**config.mk**
```make
export PLATFORM = sky130hd
export DESIGN_NAME = happy_number_filter_unit_flat
export DESIGN_NICKNAME = d
export VERILOG_FILES = /design/src/rtl/hdf_pkg.sv /design/src/rtl/hdf_in_if.sv /design/src/rtl/hdf_out_if.sv /design/src/rtl/hdf_cell.sv /design/src/rtl/happy_number_filter_unit.sv /design/src/flat_wrapper.sv
export SDC_FILE = /design/constraint.sdc
export NUM_CORES = 1
export LEC_CHECK = 0
export BUFFER_PORTS_ARGS = -buffer_cell sky130_fd_sc_hd__buf_2
export CAP_MARGIN = 20
export CORE_UTILIZATION = 24
export DETAILED_ROUTE_END_ITERATION = 16
export PLACE_DENSITY_LB_ADDON = 0.1
export SYNTH_ARGS = -nofsm -noshare
export SYNTH_HDL_FRONTEND = slang
export SYNTH_HIERARCHICAL = 1
export SYNTH_SLANG_ARGS = --single-unit
```
**constraint.sdc**
```tcl
create_clock -name clk -period 4.7 [get_ports clk]
set_input_delay 0.47 -clock clk [delete_from_list [all_inputs] [get_ports clk]]
set_output_delay 0.47 -clock clk [all_outputs]
set_load 0.1 [all_outputs]
```
**src/rtl/hdf_pkg.sv**
```systemverilog
package hdf_pkg;

  localparam int NUM_W          = 20;
  localparam int LC_W           = 14;
  localparam int DECIMAL_DIGITS = 6;
  localparam int SUM_DIGITS     = 3;
  localparam int BCD_W          = 4;
  localparam int MAX_COUNT      = 16383;
  localparam int CNT_W          = $clog2(MAX_COUNT + 1);
  localparam int STEP_CAP       = 64;
  localparam int STEP_W         = $clog2(STEP_CAP);
  localparam int CONV_W         = $clog2(NUM_W);
  localparam int DCNT_W         = $clog2(DECIMAL_DIGITS);
  localparam int ACC_W          = SUM_DIGITS * BCD_W;
  localparam int START_W        = DECIMAL_DIGITS * BCD_W;
  localparam longint unsigned DEC_LIMIT = 64'(10 ** DECIMAL_DIGITS) - 64'd1;

  localparam logic [ACC_W-1:0] BCD_ONE = ACC_W'(12'h001);

  typedef enum logic [1:0] {
    CELL_HOLD,
    CELL_LOAD,
    CELL_DABBLE,
    CELL_SHIFT
  } cell_op_t;

  typedef enum logic [2:0] {
    ST_IDLE,
    ST_CONVERT,
    ST_SQUARE,
    ST_CHECK,
    ST_RESULT
  } state_t;

  function automatic logic [7:0] square_bcd(input logic [BCD_W-1:0] d);
    logic [7:0] q;
    case (d)
      4'd0:    q = 8'h00;
      4'd1:    q = 8'h01;
      4'd2:    q = 8'h04;
      4'd3:    q = 8'h09;
      4'd4:    q = 8'h16;
      4'd5:    q = 8'h25;
      4'd6:    q = 8'h36;
      4'd7:    q = 8'h49;
      4'd8:    q = 8'h64;
      4'd9:    q = 8'h81;
      default: q = 8'h00;
    endcase
    return q;
  endfunction

  function automatic logic [ACC_W-1:0] bcd_add(input logic [ACC_W-1:0] a,
                                               input logic [7:0] q);
    logic [4:0] ones;
    logic [4:0] tens;
    logic       c0;
    logic       c1;
    logic [ACC_W-1:0] r;
    ones = {1'b0, a[3:0]} + {1'b0, q[3:0]};
    c0   = (ones > 5'd9);
    if (c0) begin
      ones = ones - 5'd10;
    end
    tens = {1'b0, a[7:4]} + {1'b0, q[7:4]} + {4'd0, c0};
    c1   = (tens > 5'd9);
    if (c1) begin
      tens = tens - 5'd10;
    end
    r = a;
    r[3:0]  = ones[3:0];
    r[7:4]  = tens[3:0];
    r[11:8] = a[11:8] + {3'd0, c1};
    return r;
  endfunction

  function automatic logic in_sad_cycle(input logic [ACC_W-1:0] v);
    return (v == ACC_W'(12'h004)) || (v == ACC_W'(12'h016)) ||
           (v == ACC_W'(12'h037)) || (v == ACC_W'(12'h058)) ||
           (v == ACC_W'(12'h089)) || (v == ACC_W'(12'h145)) ||
           (v == ACC_W'(12'h042)) || (v == ACC_W'(12'h020));
  endfunction

endpackage

```
**src/rtl/hdf_in_if.sv**
```systemverilog
interface hdf_in_if;
  logic                        valid;
  logic                        ready;
  logic [hdf_pkg::NUM_W-1:0]   number;
  logic                        last_item;

  modport source (output valid, number, last_item, input ready);
  modport sink   (input valid, number, last_item, output ready);
endinterface

```
**src/rtl/hdf_out_if.sv**
```systemverilog
interface hdf_out_if;
  logic                        valid;
  logic                        ready;
  logic [hdf_pkg::NUM_W-1:0]   echoed_number;
  logic                        is_leader;
  logic [hdf_pkg::LC_W-1:0]    leader_count;
  logic                        end_of_array;

  modport source (output valid, echoed_number, is_leader, leader_count, end_of_array,
                  input ready);
  modport sink   (input valid, echoed_number, is_leader, leader_count, end_of_array,
                  output ready);
endinterface

```
**src/rtl/hdf_cell.sv**
```systemverilog
module hdf_cell (
  input  logic                        clk,
  input  hdf_pkg::cell_op_t           op,
  input  logic                        bit_in,
  input  logic [hdf_pkg::BCD_W-1:0]   upper_digit,
  input  logic [hdf_pkg::BCD_W-1:0]   load_digit,
  output logic [hdf_pkg::BCD_W-1:0]   digit,
  output logic                        carry
);

  logic [hdf_pkg::BCD_W-1:0] adj;

  always_comb begin
    adj   = (digit >= 4'd5) ? digit + 4'd3 : digit;
    carry = adj[hdf_pkg::BCD_W-1];
  end

  always_ff @(posedge clk) begin
    case (op)
      hdf_pkg::CELL_LOAD:   digit <= load_digit;
      hdf_pkg::CELL_DABBLE: digit <= {adj[hdf_pkg::BCD_W-2:0], bit_in};
      hdf_pkg::CELL_SHIFT:  digit <= upper_digit;
      default:              digit <= digit;
    endcase
  end

endmodule

```
**src/rtl/happy_number_filter_unit.sv**
```systemverilog
// A number that is zero or above the decimal range goes straight to the result;
//   any other is converted to BCD, then runs through at most 64 digit-square steps.
// The next number is taken only once the result of the last one is registered,
//   which waits while the result slot is full.
// Each step shifts the digit cells once per cycle into one square-and-add unit.
// Reset clears the state machine, the result slot and the leader count at once.
module happy_number_filter_unit (
  input  logic            clk,
  input  logic            rst,
  hdf_in_if.sink          items,
  hdf_out_if.source       results
);

  localparam int D = hdf_pkg::DECIMAL_DIGITS;
  localparam int W = hdf_pkg::BCD_W;

  hdf_pkg::state_t   state;
  hdf_pkg::state_t   state_next;
  hdf_pkg::cell_op_t cell_op;

  logic [W-1:0] digits      [D];
  logic [W-1:0] load_digits [D];
  logic         carries     [D];

  logic [hdf_pkg::NUM_W-1:0]   number;
  logic                        last_item;
  logic [hdf_pkg::NUM_W-1:0]   shreg;
  logic [hdf_pkg::CONV_W-1:0]  conv_cnt;
  logic [hdf_pkg::DCNT_W-1:0]  dcnt;
  logic [hdf_pkg::DCNT_W-1:0]  dcnt_last;
  logic [hdf_pkg::STEP_W-1:0]  step;
  logic                        first;
  logic [hdf_pkg::ACC_W-1:0]   acc;
  logic [hdf_pkg::START_W-1:0] start;
  logic                        leader;
  logic [hdf_pkg::CNT_W-1:0]   running;
  logic [hdf_pkg::CNT_W-1:0]   running_next;
  logic                        out_valid;
  logic                        slot_free;
  logic                        accept;
  logic                        trivial;
  logic                        finished;

  genvar gi;
  generate
    for (gi = 0; gi < D; gi++) begin : g_cell
      logic         bit_in;
      logic [W-1:0] upper;
      if (gi == 0) begin : g_low
        assign bit_in = shreg[hdf_pkg::NUM_W-1];
      end else begin : g_mid
        assign bit_in = carries[gi-1];
      end
      if (gi == D - 1) begin : g_top
        assign upper = '0;
      end else begin : g_below
        assign upper = digits[gi+1];
      end
      if (gi < hdf_pkg::SUM_DIGITS) begin : g_sum
        assign load_digits[gi] = (state == hdf_pkg::ST_CHECK) ? acc[gi*W +: W] : '0;
      end else begin : g_pad
        assign load_digits[gi] = '0;
      end
      hdf_cell u_cell (
        .clk         (clk),
        .op          (cell_op),
        .bit_in      (bit_in),
        .upper_digit (upper),
        .load_digit  (load_digits[gi]),
        .digit       (digits[gi]),
        .carry       (carries[gi])
      );
    end
  endgenerate

  assign accept    = items.valid && items.ready;
  assign trivial   = (items.number == '0) || (64'(items.number) > hdf_pkg::DEC_LIMIT);
  assign dcnt_last = first ? hdf_pkg::DCNT_W'(D - 1) : hdf_pkg::DCNT_W'(hdf_pkg::SUM_DIGITS - 1);
  assign finished  = (acc == hdf_pkg::BCD_ONE) ||
                     (start == hdf_pkg::START_W'(acc)) ||
                     hdf_pkg::in_sad_cycle(acc) ||
                     (step == hdf_pkg::STEP_W'(hdf_pkg::STEP_CAP - 1));
  assign slot_free = !out_valid || results.ready;
  assign running_next = (leader && running != hdf_pkg::CNT_W'(hdf_pkg::MAX_COUNT)) ?
                        running + 1'b1 : running;

  always_comb begin
    state_next = state;
    case (state)
      hdf_pkg::ST_IDLE: begin
        if (accept) begin
          state_next = trivial ? hdf_pkg::ST_RESULT : hdf_pkg::ST_CONVERT;
        end
      end
      hdf_pkg::ST_CONVERT: begin
        if (conv_cnt == hdf_pkg::CONV_W'(hdf_pkg::NUM_W - 1)) begin
          state_next = hdf_pkg::ST_SQUARE;
        end
      end
      hdf_pkg::ST_SQUARE: begin
        if (dcnt == dcnt_last) begin
          state_next = hdf_pkg::ST_CHECK;
        end
      end
      hdf_pkg::ST_CHECK: begin
        state_next = finished ? hdf_pkg::ST_RESULT : hdf_pkg::ST_SQUARE;
      end
      hdf_pkg::ST_RESULT: begin
        if (slot_free) begin
          state_next = hdf_pkg::ST_IDLE;
        end
      end
      default: state_next = hdf_pkg::ST_IDLE;
    endcase
  end

  always_comb begin
    items.ready = 1'b0;
    cell_op     = hdf_pkg::CELL_HOLD;
    case (state)
      hdf_pkg::ST_IDLE: begin
        items.ready = 1'b1;
        cell_op     = hdf_pkg::CELL_LOAD;
      end
      hdf_pkg::ST_CONVERT: cell_op = hdf_pkg::CELL_DABBLE;
      hdf_pkg::ST_SQUARE:  cell_op = hdf_pkg::CELL_SHIFT;
      hdf_pkg::ST_CHECK:   cell_op = hdf_pkg::CELL_LOAD;
      default:             cell_op = hdf_pkg::CELL_HOLD;
    endcase
  end

  always_ff @(posedge clk) begin
    if (rst) begin
      state     <= hdf_pkg::ST_IDLE;
      out_valid <= 1'b0;
      running   <= '0;
    end else begin
      state <= state_next;
      if (state == hdf_pkg::ST_RESULT && slot_free) begin
        out_valid <= 1'b1;
        running   <= last_item ? '0 : running_next;
      end else if (results.ready) begin
        out_valid <= 1'b0;
      end
    end
  end

  always_ff @(posedge clk) begin
    case (state)
      hdf_pkg::ST_IDLE: begin
        if (accept) begin
          number    <= items.number;
          last_item <= items.last_item;
          shreg     <= items.number;
          conv_cnt  <= '0;
          leader    <= 1'b0;
        end
      end
      hdf_pkg::ST_CONVERT: begin
        shreg    <= shreg << 1;
        conv_cnt <= conv_cnt + 1'b1;
        acc      <= '0;
        dcnt     <= '0;
        first    <= 1'b1;
        step     <= '0;
      end
      hdf_pkg::ST_SQUARE: begin
        acc  <= hdf_pkg::bcd_add(acc, hdf_pkg::square_bcd(digits[0]));
        dcnt <= dcnt + 1'b1;
        if (first && dcnt == '0) begin
          for (int i = 0; i < D; i++) begin
            start[i*W +: W] <= digits[i];
          end
        end
      end
      hdf_pkg::ST_CHECK: begin
        acc    <= '0;
        dcnt   <= '0;
        first  <= 1'b0;
        step   <= step + 1'b1;
        leader <= (acc == hdf_pkg::BCD_ONE);
      end
      default: begin
      end
    endcase
  end

  always_ff @(posedge clk) begin
    if (state == hdf_pkg::ST_RESULT && slot_free) begin
      results.echoed_number <= number;
      results.is_leader     <= leader;
      results.leader_count  <= hdf_pkg::LC_W'(running_next);
      results.end_of_array  <= last_item;
    end
  end

  assign results.valid = out_valid;

  a_reset_empty: assert property (@(posedge clk) rst |=> !results.valid)
    else $error("result slot not empty after reset");

  a_leader_nonzero: assert property (@(posedge clk) disable iff (rst)
      results.valid && results.is_leader |-> results.echoed_number != '0)
    else $error("zero flagged as leader");

  a_count_clears: assert property (@(posedge clk) disable iff (rst)
      state == hdf_pkg::ST_RESULT && slot_free && last_item |=> running == '0)
    else $error("leader count not cleared after last word");

  a_upper_zero: assert property (@(posedge clk) disable iff (rst)
      state == hdf_pkg::ST_SQUARE && !first |-> digits[D-1] == '0)
    else $error("top digit cell not empty after first step");

endmodule
```
**src/flat_wrapper.sv**
```systemverilog
// flat-port wrapper written by rule: the top's interface ports become plain ports
module happy_number_filter_unit_flat 
  (clk, rst, items_valid, items_number, items_last_item, items_ready, results_valid, results_echoed_number, results_is_leader, results_leader_count, results_end_of_array, results_ready);
  hdf_in_if items_i ();
  hdf_out_if results_i ();
  input  logic clk;
  input  logic rst;
  input wire logic [$bits(items_i.valid)-1:0] items_valid;
  input wire logic [$bits(items_i.number)-1:0] items_number;
  input wire logic [$bits(items_i.last_item)-1:0] items_last_item;
  output wire logic [$bits(items_i.ready)-1:0] items_ready;
  output wire logic [$bits(results_i.valid)-1:0] results_valid;
  output wire logic [$bits(results_i.echoed_number)-1:0] results_echoed_number;
  output wire logic [$bits(results_i.is_leader)-1:0] results_is_leader;
  output wire logic [$bits(results_i.leader_count)-1:0] results_leader_count;
  output wire logic [$bits(results_i.end_of_array)-1:0] results_end_of_array;
  input wire logic [$bits(results_i.ready)-1:0] results_ready;
  assign items_i.valid = items_valid;
  assign items_i.number = items_number;
  assign items_i.last_item = items_last_item;
  assign items_ready = items_i.ready;
  assign results_valid = results_i.valid;
  assign results_echoed_number = results_i.echoed_number;
  assign results_is_leader = results_i.is_leader;
  assign results_leader_count = results_i.leader_count;
  assign results_end_of_array = results_i.end_of_array;
  assign results_i.ready = results_ready;
  happy_number_filter_unit u_core (.clk(clk), .rst(rst), .items(items_i), .results(results_i));
endmodule
```
==> summary.txt <==
===============================================================================
Run status                                                         finished, final reports clean
DRC errors left                                                               0
Number of antenna diodes                                                      0
Biggest fanout along the worst timing path                                    4
Most common library cell in the layout ignoring fill and taps          edfxtp_1
Via count of the first global-routing pass                                 5690
Switching Fraction                                                        0.386
Element type at the critical path end                                  register
Class of the worst hold path                                       primary input to register
Die area                                                             37000 um^2
Maximum number of pins on one net before global-route repair                 43
Sequential cell area                                                  4950 um^2
Peak clock frequency supported by timing                                223 MHz
# placed instances                                                         1302
Maximum resistive drop on vdd                                            280 uV
Total cell area at the placement stage                                9700 um^2
Summed instance area of the synthesized netlist                       8700 um^2
Leakage component of the power                                          3.96 nW
Net load switching power                                                2.87 mW
Floorplan die height                                                     192 um
Final hold violation count                                                    0
Least setup slack across all paths after layout                        0.216 ns
Ratio of cells with drive above 1 in the final layout                     0.210
Maximum level of the CTS H-tree                                               4
Worst relative slew slack                                                 0.422
Antenna Nets Post-Route                                                       0
Hold WS                                                                0.209 ns
Post-detailed-placement half-perimeter wirelength                       13.6 mm
Detailed router's first-iteration violation count                           305
Final-stage net count                                                       924
Type of the worst setup path                                       register to register
CTS Sinks                                                                   171
Max Clock Skew                                                        0.0122 ns
WP data arrival                                                         4.66 ns
Vias                                                                       5817
Core footprint                                                       35600 um^2
Min Tclk post-route                                                     4.48 ns
Overflow left after global routing                                            0
Fin cells                                                                  1337
Final Slew Violations                                                         0
Int Power                                                               4.55 mW
Maximum count of clock buffers along a single path                            2
Number of iterations in the first detailed-routing pass                       6
Total power consumption of the routed design                            7.42 mW
Clock buffer count from CTS                                                  17
Seq pwr share                                                             0.370
Total power per unit cell area                                      714 nW/um^2
Final routed wirelength across all metal layers                         19.8 mm
Clock latency on the worst-skew pair                                    0.44 ns
Type of element launching the critical path                            register
Syn-to-layout area delta                                                  19.5%
I/O Buffers                                                                  62
Transition time at the pin with the least slew margin                  0.866 ns
Clk network pwr share                                                     0.184
Number of standard-cell rows in the floorplan                                69
Antenna violations before repair                                              0
Die width                                                                192 um
Area of the multi-input gates                                         3670 um^2
CTS clock-pin slew for the worst setup and hold paths                   0.06 ns
Required @ worst endpoint                                               4.87 ns
Yosys warns                                                                   6
Crit share post-route                                                     0.954
Clock Tree Root                                                       clkbuf_16
Drt wl/cell                                                             14.8 um
Number of cells on the worst hold path                                        1
Commonest cells after routing, fill and taps aside                 edfxtp_1, nand2_1, buf_2
Max_cap viols                                                                 0
Final-layout fill cell count                                               3697
Routability Congestion                                                    0.747
Path depth of the worst reg2reg path                                         22
GRT Resource Usage Total                                                  0.111
Final non-filler cell area                                           10400 um^2
Wire length of the first global-routing pass                            31.6 mm
Top-level port count                                                         63
Initial Util                                                              0.244
Mean instance size in the synthesized netlist                         11.4 um^2
Total of endpoints with negative setup slack in the final report              0
Vias per Instance                                                          4.35
Gate power share                                                          0.446
CTS tree                                                                   done
CTS Hold Buffers Added                                                        0
Setup Slack @ Placement                                               -0.137 ns
Cell count after synthesis                                                  766
===============================================================================
-- power groups by stage --
stage | clock network, mW | registers [mW] | logic [mW]
after CTS | 1.42 | 2.75 | 3.13
final | 1.37 | 2.75 | 3.31
after detailed placement | 0 | 2.78 | 3.06
after global placement | 0 | 2.79 | 3.06
after global routing | 1.47 | 2.81 | 3.76
after floorplan | 0 | 2.63 | 2.28
-- repair_timing --
action,CTS,global route
setup buffers,1,2
pin swaps,1,13
cloned,0,0
setup endpoints to repair,3,6
resized for setup,3,19
endpoints found under the hold margin,0,0
-- stage by stage --
stage,setup TNS [ns],utilization
detailed placement,-0.305,0.273
CTS,0,0.289
floorplan,0,-
finish,0,0.292
global placement,-0.0541,0.273
global route,-0.00275,0.292
-- layer usage --
metal,part of all wire,vias to the layer above,track usage
li1,-,2960,-
met1,0.50,2762,0.151
met2,0.45,76,0.174
met3,0.035,19,0.0233
met4,0.016,0,0.0415
met5,0,-,0
-- cell type report --
type | instances | area share
clock buffers | 19 | 0.0417
clock inverters | 13 | 0.0117
inverters | 37 | 0.0134
multi-input cells | 550 | 0.354
flip-flops and latches | 171 | 0.477
well taps | 461 | 0.0555
repair buffers | 86 | 0.0472
-- critical path, stage by stage (launching register included) --
cell and delay (ns):
edfxtp_1 0.39, inv_1 0.09, ha_2 0.15, and3b_1 0.19, o21bai_1 0.13, ha_2 0.22
inv_2 0.04, fa_2 0.40, xor2_4 0.18, ha_1 0.24, nand2_2 0.09, a31oi_4 0.09
fa_2 0.42, fa_2 0.42, xor2_4 0.18, ha_2 0.18, nand2b_1 0.08, a21oi_2 0.05
a21bo_2 0.22, ha_4 0.17, ha_4 0.15, xnor2_1 0.12, nor2_1 0.05
-- sequential cells by signal, indices dropped and copies added (netlist names) --
register,cells
u_core/g_cell.u_cell/digit,24
u_core/start,24
u_core/number,20
u_core/results.echoed_number,20
u_core/shreg,20
u_core/results.leader_count,14
u_core/running,14
u_core/acc,12
u_core/step,6
u_core/conv_cnt,5
u_core/dcnt,3
u_core/state,3
u_core/first,1
u_core/last_item,1
u_core/leader,1
u_core/results.end_of_array,1
u_core/results.is_leader,1
u_core/results.valid,1
-- path summary, 6_finish.rpt --
kind	slack (ns)	start	end
setup / recovery	0.22	u_core/g_cell[0].u_cell/digit[1]	u_core/acc[10]
hold / removal	0.21	items_last_item	u_core/last_item
setup reg to reg	0.22	u_core/g_cell[0].u_cell/digit[1]	u_core/acc[10]
hold reg to reg	0.42	u_core/number[9]	u_core/results.echoed_number[9]
No activity file was read; power rests on OpenSTA's default activity.
